<file path="config.mk">
export PLATFORM = sky130hd
export DESIGN_NAME = dse_ctrl
export DESIGN_NICKNAME = d
export VERILOG_FILES = /design/src/rtl/dse_pkg.sv /design/src/rtl/dse_ctrl.sv
export SDC_FILE = /design/constraint.sdc
export NUM_CORES = 1
export LEC_CHECK = 0
export ABC_AREA = 0
export BUFFER_PORTS_ARGS = -buffer_cell sky130_fd_sc_hd__buf_2
export CELL_PAD_IN_SITES_DETAIL_PLACEMENT = 0
export CELL_PAD_IN_SITES_GLOBAL_PLACEMENT = 2
export CORE_MARGIN = 1
export CORE_UTILIZATION = 17
export DETAILED_ROUTE_END_ITERATION = 6
export PLACE_DENSITY = 0.69
export SYNTH_ARGS = -nofsm -noshare
export SYNTH_HDL_FRONTEND = slang
export SYNTH_SLANG_ARGS = --single-unit
</file>
<file path="constraint.sdc">
create_clock -name clk -period 1.3 [get_ports clk]
set_clock_uncertainty 0.05 [all_clocks]
set_input_delay 0.065 -clock clk [delete_from_list [all_inputs] [get_ports clk]]
set_output_delay 0.065 -clock clk [all_outputs]
set_load 0.005 [all_outputs]
</file>
<file path="src/rtl/dse_pkg.sv">
package dse_pkg;

  localparam int DEF_MAX_REF_LENGTH   = 256;
  localparam int DEF_MAX_QUERY_LENGTH = 65535;
  localparam int DEF_SAMPLE_WIDTH     = 16;

  localparam int DIST_W    = 32;
  localparam int FRAC_BITS = 16;
  localparam int QUOT_W    = DIST_W + FRAC_BITS;
  localparam int STEP_W    = $clog2(QUOT_W);
  localparam int HUND_W    = 15;

  localparam logic [DIST_W-1:0] DIST_INF    = '1;
  localparam logic [31:0]       SIM_MIN     = 32'h8000_0000;
  localparam logic [QUOT_W-1:0] ONE_Q16     = QUOT_W'(65536);
  // 65536 - q drops below INT32_MIN beyond this quotient
  localparam logic [QUOT_W-1:0] SIM_SAT_LIM = QUOT_W'(64'h0000_0000_8001_0000);
  localparam logic [HUND_W-1:0] HUNDRED_Q88 = HUND_W'(25600);

  typedef enum logic [2:0] {
    ST_IDLE,
    ST_ROW,
    ST_FIN,
    ST_DIVGO,
    ST_DIVWAIT,
    ST_OUT
  } state_t;

  typedef enum logic {
    OP_LOAD_REF = 1'b0,
    OP_QUERY    = 1'b1
  } opcode_t;

  typedef struct packed {
    logic accept_load;
    logic accept_query;
    logic row_end;
    logic fin;
    logic div_start;
    logic emit;
  } dse_cmd_t;

  typedef struct packed {
    logic row_busy;
    logic last_item;
    logic special;
    logic div_done;
  } dse_stat_t;

endpackage

</file>
<file path="src/rtl/dse_ctrl.sv">
module dse_ctrl (
  input  logic               clk,
  input  logic               rst,
  input  logic               start,
  input  logic               opcode,
  input  dse_pkg::dse_stat_t stat,
  output dse_pkg::dse_cmd_t  cmd,
  output logic               busy,
  output logic               done
);

  dse_pkg::state_t state, state_next;
  logic            accept;

  always_ff @(posedge clk) begin
    if (rst) begin
      state <= dse_pkg::ST_IDLE;
    end else begin
      state <= state_next;
    end
  end

  always_comb begin
    state_next = state;
    cmd        = '0;
    accept     = start && (state == dse_pkg::ST_IDLE);
    unique case (state)
      dse_pkg::ST_IDLE: begin
        if (accept) begin
          if (opcode == dse_pkg::OP_QUERY) begin
            cmd.accept_query = 1'b1;
            state_next       = dse_pkg::ST_ROW;
          end else begin
            cmd.accept_load = 1'b1;
          end
        end
      end
      dse_pkg::ST_ROW: begin
        if (!stat.row_busy) begin
          cmd.row_end = 1'b1;
          state_next  = stat.last_item ? dse_pkg::ST_FIN : dse_pkg::ST_IDLE;
        end
      end
      dse_pkg::ST_FIN: begin
        cmd.fin    = 1'b1;
        state_next = stat.special ? dse_pkg::ST_OUT : dse_pkg::ST_DIVGO;
      end
      dse_pkg::ST_DIVGO: begin
        cmd.div_start = 1'b1;
        state_next    = dse_pkg::ST_DIVWAIT;
      end
      dse_pkg::ST_DIVWAIT: begin
        if (stat.div_done) begin
          state_next = dse_pkg::ST_OUT;
        end
      end
      dse_pkg::ST_OUT: begin
        cmd.emit   = 1'b1;
        state_next = dse_pkg::ST_IDLE;
      end
      default: begin
        state_next = dse_pkg::ST_IDLE;
      end
    endcase
  end

  assign busy = (state != dse_pkg::ST_IDLE);
  assign done = cmd.emit;

endmodule

</file>
==> flow_summary_export.csv <==
group,metric,value,unit
floorplan,design.portCount,16,
timing,worst_slew_pin_slew,0.225,ns
yosys,synth_top_area_share,26.1,%
floorplan,die_w,38.8,microns
timing,setup_tns,0,ns
clock_tree,clkLatencyLatePin,0.23,ns
setup_path,critical_path_arrival,1.10,ns
global_routing,grt_max_degree,11,
global_routing,grt_pass1_vias,232,
pwr,ir_drop,0.000356,V
route,via_per_inst,4.44,
finish,fin_cells,63,
finish,syn2layout_area_growth,52.7,%
route,drc,0,
route,ant_nets,0,
yosys,syn-cell-area,230,sq um
setup_path,r2r_cells,3,
placement,globalplace.congestion,0.734,
min_path,hold_depth,3,
clock_tree,root_buffer,"clkbuf_4",
yosys,synth_largest_area_cell,"dfxtp_1",
clock_tree,numCtsBuffers,3,
clock_tree,clkSinkCount,3,
timing,hold_viol_final,0,
global_routing,antenna_found_initial,0,
floorplan,core-area,1190,sq um
timing,post-route-period-util,93.4,%
floorplan,dieArea,1510,sq um
finish,fill_cells,142,
route,first_pass_iters,2,
yosys,synthTopCellsByArea,"dfxtp_1, buf_4, nor3_1, nand3b_1, nor3b_1",
pwr,p_per_area,954,nW/um^2
yosys,ys_ff_latch,3,
setup_path,path_max_fanout,10,
setup_path,critPathSlowestCell,"dfxtp_2",
finish,regMostFlops,"state",
setup_path,required,1.19,ns
setup_path,slowest_delay,0.36,ns
finish,n_antenna_cell,0,
yosys,synth_flop_cell,"dfxtp_1",
setup_path,start_kind,"flop",
route,vias,280,
timing,maxSlewHeadroom,85.0,%
yosys,synthCells,31,
setup_path,path_cells,"nor3_2, and3_1, buf_2",
yosys,postSynth.asyncResetShare,0,%
status,status,"finished clean",
timing,drv_slew,0,
route,drtIter0Drc,1,
global_routing,grt.total_usage,8.56,%
route,totalWireLength,570,microns
yosys,syn-num-nets,39,
finish,multi_input_area,145,sq um
timing,rsz0062_at_grt,"false",
floorplan,dieHeight,38.8,microns
route,detail_route.wl_per_cell,9.05,microns
global_routing,grt_pass1_wl,876,microns
finish,drive_gt1_share,51.0,%
pwr,leakagePower,0.177,nW
clock_tree,htreeDepth,1,
min_path,hp-class,"in2reg",
timing,fmax,0.824,GHz
finish,reg_top3,"state x3",
yosys,yosys_warnings,0,
yosys,synth_edf_count,0,
clock_tree,cts.path.max_buffers,2,
floorplan,start_util,19.4,%
setup_path,crit_path_end_kind,"output pin",
yosys,synth_common_cells,"buf_4, dfxtp_1, nor2_1, nor3_1",
floorplan,rows,12,
job,max_cap_violations,0,
clock_tree,path_clk_slew,0.04,ns
placement,place_ws,0.133,ns
timing,setup_viol,0,
yosys,synth.distinct_cells,19,
yosys,syn_area_per_cell,7.43,sq um
finish,largest_register_ffs,3,
clock_tree,cts_tree,"built",
placement,portBuffers,15,
timing,fin_ws,0.0860,ns
finish,area.sequential,62.6,sq um
finish,nets,58,
yosys,ys_seq_area_share,26.1,%
pwr,power,335,uW
timing,period_minus_slack,1.21,ns
global_routing,grt-ovfl-total,0,
setup_path,worstSetupPathType,"reg2out",
placement,dp.cells,58,
## per-layer routing
layer	global-route usage (%)	part of all wire, %	up-vias
met5	0	0	-
met3	1.73	8.9	0
met2	13.3	44	12
li1	-	-	147
met4	5.17	0	0
met1	10.6	47	121
## stage by stage
step / util [%] / instance area (sq um) / hold slack (ns)
floorplan: - / 230 / 0.0774
global placement: 25.9 / 308 / 0.211
detailed placement: 25.9 / 308 / 0.214
CTS: 29.4 / 349 / 0.138
global route: 29.6 / 352 / 0.162
finish: 29.6 / 352 / 0.141
## worst max-delay path, delay by kind of cell (launching register included)
family,cells,cell delay (ns)
buffers and inverters,1,0.10
flip-flops,1,0.36
AND/OR/NAND/NOR,2,0.41
## cell usage in the layout (no fill, tap or decap), types with 2 or more instances in the layout
cell type / synthesis / final
dfxtp_2: 0 / 2
clkbuf_4: 0 / 3
nor3_1: 3 / 2
and3_1: 2 / 2
nand3b_1: 2 / 2
nor2_1: 3 / 3
buf_2: 0 / 15
nand2b_1: 2 / 2
nor3b_1: 2 / 2
## power by group
part	total, mW	leakage (nW)	internal, mW	switching, mW
registers	0.105	0.0252	0.0976	0.00724
logic	0.0697	0.137	0.0393	0.0305
clock network	0.161	0.0150	0.115	0.0459
total	0.335	0.177	0.252	0.0836
## final timing paths
check	to	slack (ns)	startpoint
max	cmd[4]	0.09	state[2]$_SDFFE_PP0P_
min	state[1]$_SDFFE_PP0P_	0.14	stat[2]
min reg2reg	state[0]$_SDFFE_PP0P_	0.46	state[0]$_SDFFE_PP0P_
max reg2reg	state[0]$_SDFFE_PP0P_	0.18	state[0]$_SDFFE_PP0P_
## kinds of logic after synthesis
group	after synthesis	synth area share [%]
buf+inv	5	13.0
compound gates	4	13.0
simple gates	19	47.8
flops	3	26.1
## final cells by class
cell class / count / share of cell area [%]
multi-input cells: 23 / 41.3
repair buffers: 17 / 26.3
flip-flops and latches: 3 / 17.8
clock buffers: 4 / 7.47
well taps: 14 / 4.98
inverters: 2 / 2.14
## timing repair
item                                    in CTS  in global routing
endpoints found under the hold margin        3                  0
gates resized for setup                      1                  2
setup buffers                                0                  0
endpoints found under the setup margin       2                  3
hold buffers                                 1                  0
pin swaps                                    0                  1
Note: power is estimated with default switching activity, not from simulation.
